$ cat src/hdl/rrts_pkg.sv
// ----------------------------------------------------------------------------
// rrts_pkg: shared types and codes for the round-robin thread scheduler
// Request codes, status codes, slot states and the slot table entry type.
// ----------------------------------------------------------------------------
package rrts_pkg;

  // default number of thread slots
  localparam int THREADS_DEF = 16;

  // width of the sleep countdown
  localparam int SLEEP_W = 32;

  // request codes on the input word
  typedef enum logic [2:0] {
    REQ_ADD   = 3'd0,
    REQ_KILL  = 3'd1,
    REQ_SLEEP = 3'd2,
    REQ_TICK  = 3'd3,
    REQ_YIELD = 3'd4
  } req_t;

  // status codes on the result word
  localparam logic [1:0] ST_OK    = 2'd0;
  localparam logic [1:0] ST_FULL  = 2'd1;
  localparam logic [1:0] ST_NOCUR = 2'd2;

  // slot states
  typedef enum logic [1:0] {
    SLOT_DEAD     = 2'd0,
    SLOT_ALIVE    = 2'd1,
    SLOT_SLEEPING = 2'd2
  } slot_state_t;

  // one slot table entry
  typedef struct packed {
    slot_state_t          state;
    logic [SLEEP_W-1:0]   sleep_left;
  } slot_entry_t;

endpackage

$ cat src/hdl/round_robin_thread_scheduler_unit.sv
// ----------------------------------------------------------------------------
// round_robin_thread_scheduler_unit: round-robin thread scheduler with sleep
// Slot table of dead / alive / sleeping threads plus the current thread,
// walked one slot per cycle by a small sequencer.
// ----------------------------------------------------------------------------
// Usage:
//   Input stream (in_*): one request word per item; in_tuser carries the
//   request code, in_tdata the sleep tick count. Output stream (out_*): one
//   result word per request. Config channel (cfg_*): preemptive bit, always
//   ready; write it only while the block is idle.
// Slot walks:
//   The slot table is one memory with a single read port, walked one slot per
//   cycle. Add walks up to THREADS slots. Kill, sleep, yield: one reschedule
//   walk of THREADS-1 slots. Tick walks all THREADS slots, plus a reschedule
//   walk when preemptive with a current thread. Requests that need no walk go
//   straight to the result. in_tready comes back with the result, so no new
//   word is taken while a request is in flight.
// Reset:
//   All slots dead, no current thread, preemptive cleared; no result pending.
// Stall:
//   The result sits in the output register until taken; the block takes the
//   next request meanwhile but holds its own result until the register frees.
// ----------------------------------------------------------------------------
module round_robin_thread_scheduler_unit
  import rrts_pkg::*;
#(
  parameter int THREADS = THREADS_DEF
) (
  input  logic        clk,
  input  logic        rst_n,
  // input stream
  input  logic        in_tvalid,
  output logic        in_tready,
  input  logic [31:0] in_tdata,   // [31:0] sleep_ticks
  input  logic [2:0]  in_tuser,   // [2:0] req_type
  // result stream
  output logic        out_tvalid,
  input  logic        out_tready,
  output logic [15:0] out_tdata,  // [1:0] status, [5:2] current_thread,
                                  // [6] current_valid, [7] switched,
                                  // [11:8] granted_slot, [15:12] zero
  // config write
  input  logic        cfg_valid,
  output logic        cfg_ready,
  input  logic        cfg_data    // preemptive
);

  localparam int IW = $clog2(THREADS);
  localparam int CW = $clog2(THREADS + 1);
  localparam logic [IW-1:0] LAST_IDX = IW'(THREADS - 1);

  typedef enum logic [2:0] {
    S_IDLE,
    S_ADD,
    S_TICK,
    S_RESCH,
    S_DONE
  } state_t;

  state_t        state_r, state_nxt;
  logic [IW-1:0] cur_r, cur_nxt;
  logic          present_r, present_nxt;
  logic          preempt_r;
  logic [1:0]    status_r, status_nxt;
  logic [IW-1:0] new_slot_r, new_slot_nxt;
  logic [IW-1:0] old_idx_r, old_idx_nxt;
  logic          old_present_r, old_present_nxt;
  logic [IW-1:0] raddr_r, raddr_nxt;
  logic [CW-1:0] issued_r, issued_nxt;
  logic [CW-1:0] total_r, total_nxt;
  logic          pend_r, pend_nxt;
  logic          plast_r, plast_nxt;
  logic [IW-1:0] paddr_r, paddr_nxt;
  logic          out_valid_r, out_valid_nxt;
  logic [15:0]   out_data_r, out_data_nxt;

  logic          rd_en;
  logic [IW-1:0] rd_addr;
  slot_entry_t   rd_entry;
  logic          wr_en;
  logic [IW-1:0] wr_addr;
  slot_entry_t   wr_entry;

  logic          in_fire;
  logic [3:0]    cur4;
  logic [3:0]    new4;
  logic          switched;
  logic [IW-1:0] cur_next_idx;
  logic [SLEEP_W-1:0] dec_left;

  assign in_fire   = in_tvalid && in_tready;
  assign in_tready = (state_r == S_IDLE);
  assign cfg_ready = 1'b1;
  assign out_tvalid = out_valid_r;
  assign out_tdata  = out_data_r;

  // low four bits of slot indices, zero-extended for small tables
  for (genvar b = 0; b < 4; b++) begin : g_idx4
    if (b < IW) begin : g_bit
      assign cur4[b] = cur_r[b];
      assign new4[b] = new_slot_r[b];
    end else begin : g_zero
      assign cur4[b] = 1'b0;
      assign new4[b] = 1'b0;
    end
  end

  // slot after the current one, wrapping
  assign cur_next_idx = (cur_r == LAST_IDX) ? '0 : cur_r + 1'b1;

  // countdown step for a sleeping slot
  assign dec_left = (rd_entry.sleep_left != '0) ? rd_entry.sleep_left - 1'b1 : '0;

  assign switched = (old_present_r != present_r) ||
                    (present_r && (old_idx_r != cur_r));

  rrts_slot_table #(
    .THREADS (THREADS)
  ) u_table (
    .clk      (clk),
    .rst_n    (rst_n),
    .rd_en    (rd_en),
    .rd_addr  (rd_addr),
    .rd_entry (rd_entry),
    .wr_en    (wr_en),
    .wr_addr  (wr_addr),
    .wr_entry (wr_entry)
  );

  // sequencer next state
  always_comb begin
    state_nxt       = state_r;
    cur_nxt         = cur_r;
    present_nxt     = present_r;
    status_nxt      = status_r;
    new_slot_nxt    = new_slot_r;
    old_idx_nxt     = old_idx_r;
    old_present_nxt = old_present_r;
    raddr_nxt       = raddr_r;
    issued_nxt      = issued_r;
    total_nxt       = total_r;
    pend_nxt        = 1'b0;
    plast_nxt       = 1'b0;
    paddr_nxt       = paddr_r;
    out_valid_nxt   = out_valid_r;
    out_data_nxt    = out_data_r;
    rd_en           = 1'b0;
    rd_addr         = raddr_r;
    wr_en           = 1'b0;
    wr_addr         = cur_r;
    wr_entry.state      = SLOT_DEAD;
    wr_entry.sleep_left = '0;

    // output register drains independently
    if (out_valid_r && out_tready) begin
      out_valid_nxt = 1'b0;
    end

    // scan issue: one read per cycle while walking the table
    if ((state_r == S_ADD || state_r == S_TICK || state_r == S_RESCH) &&
        (issued_r != total_r)) begin
      rd_en      = 1'b1;
      issued_nxt = issued_r + 1'b1;
      raddr_nxt  = (raddr_r == LAST_IDX) ? '0 : raddr_r + 1'b1;
      pend_nxt   = 1'b1;
      plast_nxt  = ((issued_r + 1'b1) == total_r);
      paddr_nxt  = raddr_r;
    end

    case (state_r)
      S_IDLE: begin
        if (in_fire) begin
          status_nxt      = ST_OK;
          new_slot_nxt    = '0;
          old_idx_nxt     = cur_r;
          old_present_nxt = present_r;
          issued_nxt      = '0;
          state_nxt       = S_DONE;
          case (req_t'(in_tuser))
            REQ_ADD: begin
              raddr_nxt = '0;
              total_nxt = CW'(THREADS);
              state_nxt = S_ADD;
            end
            REQ_KILL: begin
              if (!present_r) begin
                status_nxt = ST_NOCUR;
              end else begin
                wr_en          = 1'b1;
                wr_entry.state = SLOT_DEAD;
                raddr_nxt      = cur_next_idx;
                total_nxt      = CW'(THREADS - 1);
                state_nxt      = S_RESCH;
              end
            end
            REQ_SLEEP: begin
              if (!present_r) begin
                status_nxt = ST_NOCUR;
              end else if (in_tdata != '0) begin
                wr_en               = 1'b1;
                wr_entry.state      = SLOT_SLEEPING;
                wr_entry.sleep_left = in_tdata;
                raddr_nxt           = cur_next_idx;
                total_nxt           = CW'(THREADS - 1);
                state_nxt           = S_RESCH;
              end
            end
            REQ_TICK: begin
              raddr_nxt = '0;
              total_nxt = CW'(THREADS);
              state_nxt = S_TICK;
            end
            REQ_YIELD: begin
              if (present_r) begin
                raddr_nxt = cur_next_idx;
                total_nxt = CW'(THREADS - 1);
                state_nxt = S_RESCH;
              end
            end
            default: begin
              state_nxt = S_DONE;
            end
          endcase
        end
      end

      // lowest dead slot
      S_ADD: begin
        if (pend_r) begin
          if (rd_entry.state == SLOT_DEAD) begin
            wr_en          = 1'b1;
            wr_addr        = paddr_r;
            wr_entry.state = SLOT_ALIVE;
            new_slot_nxt   = paddr_r;
            if (!present_r) begin
              cur_nxt     = paddr_r;
              present_nxt = 1'b1;
            end
            pend_nxt  = 1'b0;
            state_nxt = S_DONE;
          end else if (plast_r) begin
            status_nxt = ST_FULL;
            state_nxt  = S_DONE;
          end
        end
      end

      // count sleepers down, wake at zero
      S_TICK: begin
        if (pend_r) begin
          if (rd_entry.state == SLOT_SLEEPING) begin
            wr_en               = 1'b1;
            wr_addr             = paddr_r;
            wr_entry.sleep_left = dec_left;
            wr_entry.state      = (dec_left == '0) ? SLOT_ALIVE : SLOT_SLEEPING;
          end
          if (plast_r) begin
            if (preempt_r && present_r) begin
              raddr_nxt  = cur_next_idx;
              issued_nxt = '0;
              total_nxt  = CW'(THREADS - 1);
              state_nxt  = S_RESCH;
            end else begin
              state_nxt = S_DONE;
            end
          end
        end
      end

      // next alive slot after the current one
      S_RESCH: begin
        if (pend_r) begin
          if (rd_entry.state == SLOT_ALIVE) begin
            cur_nxt   = paddr_r;
            pend_nxt  = 1'b0;
            state_nxt = S_DONE;
          end else if (plast_r) begin
            state_nxt = S_DONE;
          end
        end
      end

      // hand the result to the output register
      S_DONE: begin
        if (!out_valid_r || out_tready) begin
          out_valid_nxt = 1'b1;
          out_data_nxt  = {4'b0000, new4, switched, present_r,
                           present_r ? cur4 : 4'b0000, status_r};
          state_nxt     = S_IDLE;
        end
      end

      default: begin
        state_nxt = S_IDLE;
      end
    endcase
  end

  // state and registered outputs
  always_ff @(posedge clk) begin
    if (!rst_n) begin
      state_r     <= S_IDLE;
      cur_r       <= '0;
      present_r   <= 1'b0;
      preempt_r   <= 1'b0;
      pend_r      <= 1'b0;
      plast_r     <= 1'b0;
      issued_r    <= '0;
      total_r     <= '0;
      out_valid_r <= 1'b0;
    end else begin
      state_r     <= state_nxt;
      cur_r       <= cur_nxt;
      present_r   <= present_nxt;
      pend_r      <= pend_nxt;
      plast_r     <= plast_nxt;
      issued_r    <= issued_nxt;
      total_r     <= total_nxt;
      out_valid_r <= out_valid_nxt;
      if (cfg_valid && cfg_ready) begin
        preempt_r <= cfg_data;
      end
    end
  end

  // payload registers
  always_ff @(posedge clk) begin
    status_r      <= status_nxt;
    new_slot_r    <= new_slot_nxt;
    old_idx_r     <= old_idx_nxt;
    old_present_r <= old_present_nxt;
    raddr_r       <= raddr_nxt;
    paddr_r       <= paddr_nxt;
    out_data_r    <= out_data_nxt;
  end

endmodule

$ cat src/hdl/rrts_slot_table.sv
// ----------------------------------------------------------------------------
// rrts_slot_table: per-slot state and sleep countdown storage
// One write port, one read port with registered data. A valid bit per entry
// makes every slot read as dead with a zero countdown after reset.
// ----------------------------------------------------------------------------
module rrts_slot_table
  import rrts_pkg::*;
#(
  parameter int THREADS = THREADS_DEF,
  localparam int IW = $clog2(THREADS)
) (
  input  logic          clk,
  input  logic          rst_n,
  input  logic          rd_en,
  input  logic [IW-1:0] rd_addr,
  output slot_entry_t   rd_entry,
  input  logic          wr_en,
  input  logic [IW-1:0] wr_addr,
  input  slot_entry_t   wr_entry
);

  slot_entry_t        mem_r [THREADS];
  logic [THREADS-1:0] vld_r;
  slot_entry_t        rd_q_r;
  logic               rd_vld_r;

  // valid bits and the valid flag of the read data
  always_ff @(posedge clk) begin
    if (!rst_n) begin
      vld_r    <= '0;
      rd_vld_r <= 1'b0;
    end else begin
      if (wr_en) begin
        vld_r[wr_addr] <= 1'b1;
      end
      if (rd_en) begin
        rd_vld_r <= vld_r[rd_addr];
      end
    end
  end

  // storage array
  always_ff @(posedge clk) begin
    if (wr_en) begin
      mem_r[wr_addr] <= wr_entry;
    end
    if (rd_en) begin
      rd_q_r <= mem_r[rd_addr];
    end
  end

  // never-written entries read as dead
  always_comb begin
    if (rd_vld_r) begin
      rd_entry = rd_q_r;
    end else begin
      rd_entry.state      = SLOT_DEAD;
      rd_entry.sleep_left = '0;
    end
  end

endmodule

$ cat config.mk
export PLATFORM = sky130hd
export DESIGN_NAME = round_robin_thread_scheduler_unit
export DESIGN_NICKNAME = d
export VERILOG_FILES = /design/src/hdl/rrts_pkg.sv /design/src/hdl/round_robin_thread_scheduler_unit.sv /design/src/hdl/rrts_slot_table.sv
export SDC_FILE = /design/constraint.sdc
export NUM_CORES = 1
export LEC_CHECK = 0
export BUFFER_PORTS_ARGS = -buffer_cell sky130_fd_sc_hd__buf_4
export CAP_MARGIN = 0
export CORE_MARGIN = 1
export CORE_UTILIZATION = 55
export CTS_BUF_LIST = sky130_fd_sc_hd__clkbuf_4
export DETAILED_ROUTE_END_ITERATION = 6
export GPL_ROUTABILITY_DRIVEN = 0
export GPL_TIMING_DRIVEN = 0
export PLACE_DENSITY = 0.82
export REMOVE_ABC_BUFFERS = 1
export SLEW_MARGIN = 10
export SYNTH_ARGS = -nofsm -noshare
export SYNTH_HDL_FRONTEND = slang
export SYNTH_SLANG_ARGS = --single-unit
$ cat constraint.sdc
create_clock -name clk -period 8.1 [get_ports clk]
set_input_delay 1.62 -clock clk [delete_from_list [all_inputs] [get_ports clk]]
set_output_delay 1.62 -clock clk [all_outputs]
set_load 0.1 [all_outputs]
==> metrics.yaml, run 1 <==
critical_path:
  crit_type: "in -> reg"
  crit_chain: "buf_4 > nor4_1 > nand4_1 > o21ai_0 > mux2i_1 > and3_1 > a21oi_1 > nor3_2 > buf_6 > buf_6 > buf_4"
  cp-start-kind: "input port"
  r2r_setup_slack_ns: 3.21
  crit_cells: 11
  critPathBufInv: 4
  crit_end: "u_table.mem_r[8][19]"
  cp.arrival_ns: 5.65
  startpoint: "in_tdata[0]"
  cpPeakStageDelay_ns: 0.74
  end_kind: "register"
  path_max_fanout: 8
  r2r-start: "u_table.rd_vld_r"
  cpLargestDelayFamily: "simple AND/OR/NAND/NOR gates"
  reg2reg_depth: 9
  required_ns: 8.70
  slowest_stage: "nor4_1"
  r2r-end: "u_table.mem_r[0][32]"
placed_design:
  dpl.hpwl_mm: 41.4
  place_ws_ns: 2.20
  numPortBuffers: 54
  place_area_sq_mm: 0.0284
synthesis:
  ys_ff_latch: 645
  synth_cells: 1399
  yosysSeqAreaShare: 0.722
  synth_warnings: 0
  synthTopCellsByCount: "edfxtp_1, mux4_2, nand2_1, clkbuf_1, nor2_1"
  yosysMostFrequentCell: "edfxtp_1"
  ys.flop_type: "edfxtp_1"
  synth_enable_flop_cells: 605
  synth_area_leaders: "edfxtp_1, mux4_2, dfxtp_1, nand2_1, o21ai_0"
  async_flop_share: 0
  syn_area_sq_mm: 0.0263
  syn_area_per_cell_sq_um: 18.8
  yosysTopAreaCell: "edfxtp_1"
  synth_cell_types: 68
  yosys.area.top_type_share: 0.692
clock_network:
  htree_num_levels: 4
  cts_tree: "built"
  clockBufferDepth: 3
  clock-root-buffer: "clkbuf_4"
  postCtsHoldBufs: 0
  cts.clk_slew.worst_paths_ns: 0.06
  cts_resized: 0
  clk-insertion-delay-late_ns: 0.88
  cts_made_buffers: 154
  cts_setup_buffers: 0
  cts_sinks: 645
timing:
  setup_viol: 0
  maxSlewViolCount: 0
  fmax_ghz: 0.198
  finClkSkew_ns: 0.0716
  period_share: 0.624
  hold_viol_final: 0
  slew_headroom: 0.223
  worst_slew_pin_slew_ns: 1.16
  rsz0062_at_grt: "false"
  fin_ws_ns: 3.05
  min_period_ns: 5.05
route:
  routed_wl_mm: 62.9
  drt-initial-drc-count: 2662
  first_pass_iters: 7
  drc: 27
  vias: 15400
  wl_per_cell_um: 27.1
  postRouteAntennaNets: 0
  vias_per_cell: 6.63
cells_and_area:
  areaGrowthSynthToFinish_pct: 15.5
  nNetsFinal: 1650
  fin_area_sq_mm: 0.0303
  drive_gt1_frac: 0.340
power_and_ir_drop:
  leakage_nw: 8.79
  vdd_ir_drop_max_mv: 0.187
  powerDensity_mw_per_mm2: 222
floorplanning:
  die_area_sq_mm: 0.0486
  rows: 79
  initial_core_util: 0.561
  die_x_um: 221
  io_pins: 60
  core_sq_mm: 0.0469
  die_h_um: 221
grt:
  grt_max_degree: 57
  grt.overflow.total: 0
  grt_pass1_vias: 15500
  grt.total_usage: 0.272
  grt_antenna_before_repair: 1
  grt_pass1_wl_mm: 95.0
run_status:
  violations: "design-rule violations"
  status: "finished, violations left"
hold_path:
  hp-class: "reg -> reg"
run:
  maxCapViolCount: 0
## cell usage in the layout (no fill, tap or decap), drive strengths merged, types with 14 or more instances in the layout
master / count
a22o: 20
a21oi: 22
inv: 15
o31ai: 14
o21ai: 46
clkbuf: 229
nand3: 20
nor3: 28
nand2: 69
mux4: 175
buf: 130
edfxtp: 605
nand4: 15
nor4: 23
clkinv: 25
nor2: 57
dfxtp: 40
## sequential cells by signal, indices dropped and copies added (netlist names), 2 cells and up
signal and cells:
status_r 2, total_r 2, issued_r 5, new4 4
state_r 3, old_idx_r 4, cur4 4, raddr_r 4
u_table.mem_r 544, out_tdata 12, u_table.rd_q_r 34, paddr_r 4
u_table.vld_r 16
## logic make-up (layout without fill, tap and decap cells)
family | after synthesis | in the layout | synth area share
DFF | 645 | 645 | 0.722
and+or+nand+nor | 279 | 279 | 0.0549
muxes | 187 | 187 | 0.155
AOI/OAI and AO/OA | 163 | 163 | 0.0426
buffers and inverters | 93 | 404 | 0.0146
xor gates and xnor gates | 26 | 26 | 0.00867
adders and majority gates | 4 | 4 | 0.00191
other | 2 | 6 | 0.000286
## power by group
group / switching (mW) / internal, mW / total, mW
logic: 0.227 / 0.237 / 0.464
registers: 0.0357 / 3.61 / 3.65
clock network: 1.24 / 1.38 / 2.63
## final cells by class
class | count | area (sq um)
clock inverter | 35 | 229
fill | 3035 | 16500
clock buffer | 229 | 1720
antenna | 1 | 2.50
inverter | 10 | 37.5
sequential | 645 | 19000
timing repair buffer | 130 | 1550
tap | 607 | 759
multi-input combinational | 664 | 7060
## how the worst min path moves through the flow
stage                     start  cells past startpoint  slack (ns)             to
global route            new4[2]                      0        0.43  out_tdata[10]
CTS                 status_r[1]                      0        0.42   out_tdata[1]
detailed placement  status_r[1]                      0        0.41   out_tdata[1]
finish              status_r[1]                      0        0.42   out_tdata[1]
floorplan           status_r[0]                      0        0.40   out_tdata[0]
global placement    status_r[1]                      0        0.40   out_tdata[1]
## per-stage QoR
stage          power, mW   util  TNS (ns)  hold slack [ns]  cells
3_3_place_gp        4.26  0.578   -672.11            0.405   1980
5_1_grt             6.99  0.648         0            0.429   2321
2_1_floorplan       4.13      -         0            0.400   1319
4_1_cts             6.79  0.647         0            0.422   2319
3_5_place_dp        4.19  0.606         0            0.409   2055
6_report            6.74  0.648         0            0.421   2321
## worst reg2reg max path, cell delays in order (launching register included)
cell       delay [ns]
dfxtp_2          0.59
nand2_1          0.36
ha_1             0.43
nor4b_1          0.72
nor2_1           0.27
or4_1            0.65
xor2_1           0.20
o2111ai_1        0.14
or4_1            0.60
a2bb2oi_2        0.61
## routing by layer
metal / GRT usage / share of wire
met4: 0.0947 / 0.025
met3: 0.0823 / 0.13
met5: 0 / 0
met2: 0.417 / 0.47
met1: 0.376 / 0.38
Note: power is estimated with default switching activity, not from simulation.
==> run 2, diff against run 1 <==
--- a/config.mk
+++ b/config.mk
@@ -13,7 +13,7 @@
 export DETAILED_ROUTE_END_ITERATION = 6
 export GPL_ROUTABILITY_DRIVEN = 0
 export GPL_TIMING_DRIVEN = 0
-export PLACE_DENSITY = 0.82
+export PLACE_DENSITY = 0.85
 export REMOVE_ABC_BUFFERS = 1
 export SLEW_MARGIN = 10
 export SYNTH_ARGS = -nofsm -noshare
==> constraint.sdc (replaced) <==
create_clock -name clk -period 4.1 [get_ports clk]
set_input_delay 0.82 -clock clk [delete_from_list [all_inputs] [get_ports clk]]
set_output_delay 0.82 -clock clk [all_outputs]
set_load 0.1 [all_outputs]
==> metrics.yaml, run 2 (synthesis gave the netlist of run 1 again) <==
hold_path:
  holdPathEnd: "preempt_r"
  hold_depth: 3
  min_from: "cfg_data"
  hp-class: "in -> reg"
floorplanning:
  die_area_sq_mm: 0.0486
  die_h_um: 221
  die_x_um: 221
  initial_core_util: 0.561
  rows: 79
  io_pins: 60
  core_sq_mm: 0.0469
critical_path:
  end_kind: "register"
  cp-start-kind: "input port"
  crit_path_frequent_cell: "buf_4"
  r2r-end: "u_table.mem_r[13][6]"
  crit_chain: "buf_4 > nor4_1 > nand4_1 > o21ai_0 > mux2i_1 > and3_1 > a21oi_1 > nor3_2 > buf_4 > buf_4"
  path_max_fanout: 8
  slowest_stage: "nor4_1"
  cpPeakStageDelay_ns: 0.82
  crit_type: "in -> reg"
  required_ns: 4.71
  reg2reg_depth: 7
  r2r-start: "state_r[2]"
  cp.arrival_ns: 4.73
  r2r_setup_slack_ns: 0.12
placed_design:
  place_ws_ns: -1.13
  place_area_sq_mm: 0.0282
  dpl.hpwl_mm: 40.5
  numPortBuffers: 54
route:
  vias_per_cell: 6.66
  postRouteAntennaNets: 0
  vias: 15500
  drt-initial-drc-count: 2662
  first_pass_iters: 7
  wl_per_cell_um: 27.6
  drc: 38
  routed_wl_mm: 64.1
cells_and_area:
  fin_area_sq_mm: 0.0304
  nNetsFinal: 1655
  top_regs: "u_table.mem_r x544, u_table.rd_q_r x34, u_table.vld_r x16"
  top_register: "u_table.mem_r"
  layout_common_cells: "edfxtp_1, clkbuf_4, mux4_2"
  areaGrowthSynthToFinish_pct: 15.8
  drive_gt1_frac: 0.346
  largest_reg_flops: 544
  final_common_cell: "edfxtp_1"
timing:
  fin_ws_ns: -0.0284
  fmax_ghz: 0.242
  finClkSkew_ns: 0.0605
  rsz0062_at_grt: "false"
  worst_slew_pin_slew_ns: 1.15
  min_period_ns: 4.13
  maxSlewViolCount: 0
  slew_headroom: 0.228
  period_share: 1.01
  setup_viol: 3
  hold_viol_final: 0
clock_network:
  cts.clk_slew.worst_paths_ns: 0.06
  postCtsHoldBufs: 0
  cts_tree: "built"
  clk-insertion-delay-late_ns: 0.90
  cts_made_buffers: 155
  cts_sinks: 645
  htree_num_levels: 4
  clock-root-buffer: "clkbuf_4"
  clockBufferDepth: 3
power_and_ir_drop:
  vdd_ir_drop_max_mv: 0.339
  powerDensity_mw_per_mm2: 444
  leakage_nw: 8.81
grt:
  grt.overflow.total: 0
  grt_pass1_vias: 15600
  grt_max_degree: 48
  grt.total_usage: 0.271
  grt_pass1_wl_mm: 94.4
  grt_antenna_before_repair: 1
run_status:
  violations: "design-rule violations, negative setup slack"
  status: "finished, violations left"
run:
  maxCapViolCount: 0
## run 2: stage by stage
| stage | setup TNS [ns] | total power [mW] | instances | hold WS (ns) | utilization |
|---|---|---|---|---|---|
| CTS | -8.52 | 13.6 | 2314 | 0.143 | 0.646 |
| detailed placement | -381.32 | 8.29 | 2049 | 0.410 | 0.602 |
| finish | -0.0544 | 13.5 | 2326 | 0.188 | 0.649 |
| floorplan | -2505.97 | 8.15 | 1319 | 0.400 | - |
| global route | 0 | 14.0 | 2326 | 0.140 | 0.649 |
| global placement | -4462.01 | 8.42 | 1980 | 0.402 | 0.578 |
## run 2: how the worst max path moves through the flow
stage	from	end	depth (start not counted)
2_1_floorplan	raddr_r[0]	u_table.rd_vld_r	4
3_3_place_gp	u_table.rd_vld_r	u_table.mem_r[15][29]	6
3_5_place_dp	in_tdata[4]	u_table.mem_r[13][20]	10
4_1_cts	u_table.rd_vld_r	u_table.mem_r[13][14]	8
5_1_grt	in_tdata[4]	u_table.mem_r[10][5]	10
6_report	in_tdata[4]	u_table.mem_r[10][5]	10
## run 2: power by group
| group | switching, mW | internal [mW] | total, mW |
|---|---|---|---|
| logic | 0.464 | 0.476 | 0.940 |
| clock network | 2.53 | 2.83 | 5.36 |
| registers | 0.0630 | 7.13 | 7.19 |
| total | 3.06 | 10.4 | 13.5 |
## run 2: worst max-delay path: cells and delay by family
kind | cells | cell delay (ns)
buf+inv | 3 | 0.58
mux | 1 | 0.20
compound gates | 2 | 1.24
simple gates | 4 | 1.87
## run 2: cell type report
type | count | area [sq um]
Fill cell | 2952 | 16400
Sequential cell | 645 | 19000
Inverter | 10 | 37.5
Antenna cell | 1 | 2.50
Multi-Input combinational cell | 664 | 7130
Timing Repair Buffer | 134 | 1480
Clock inverter | 40 | 323
Clock buffer | 225 | 1690
Tap cell | 607 | 759
## run 2: routing by layer
metal  GRT usage  wire, um
met5           0         0
met4       0.124      2540
met3      0.0760      8100
met2       0.413     30400
met1       0.366     23000
## run 2: timing repair
action                     CTS  global route
buffers inserted             0             5
setup endpoints to repair  277            58
pin swaps                    0             1
gates resized for setup      8             8
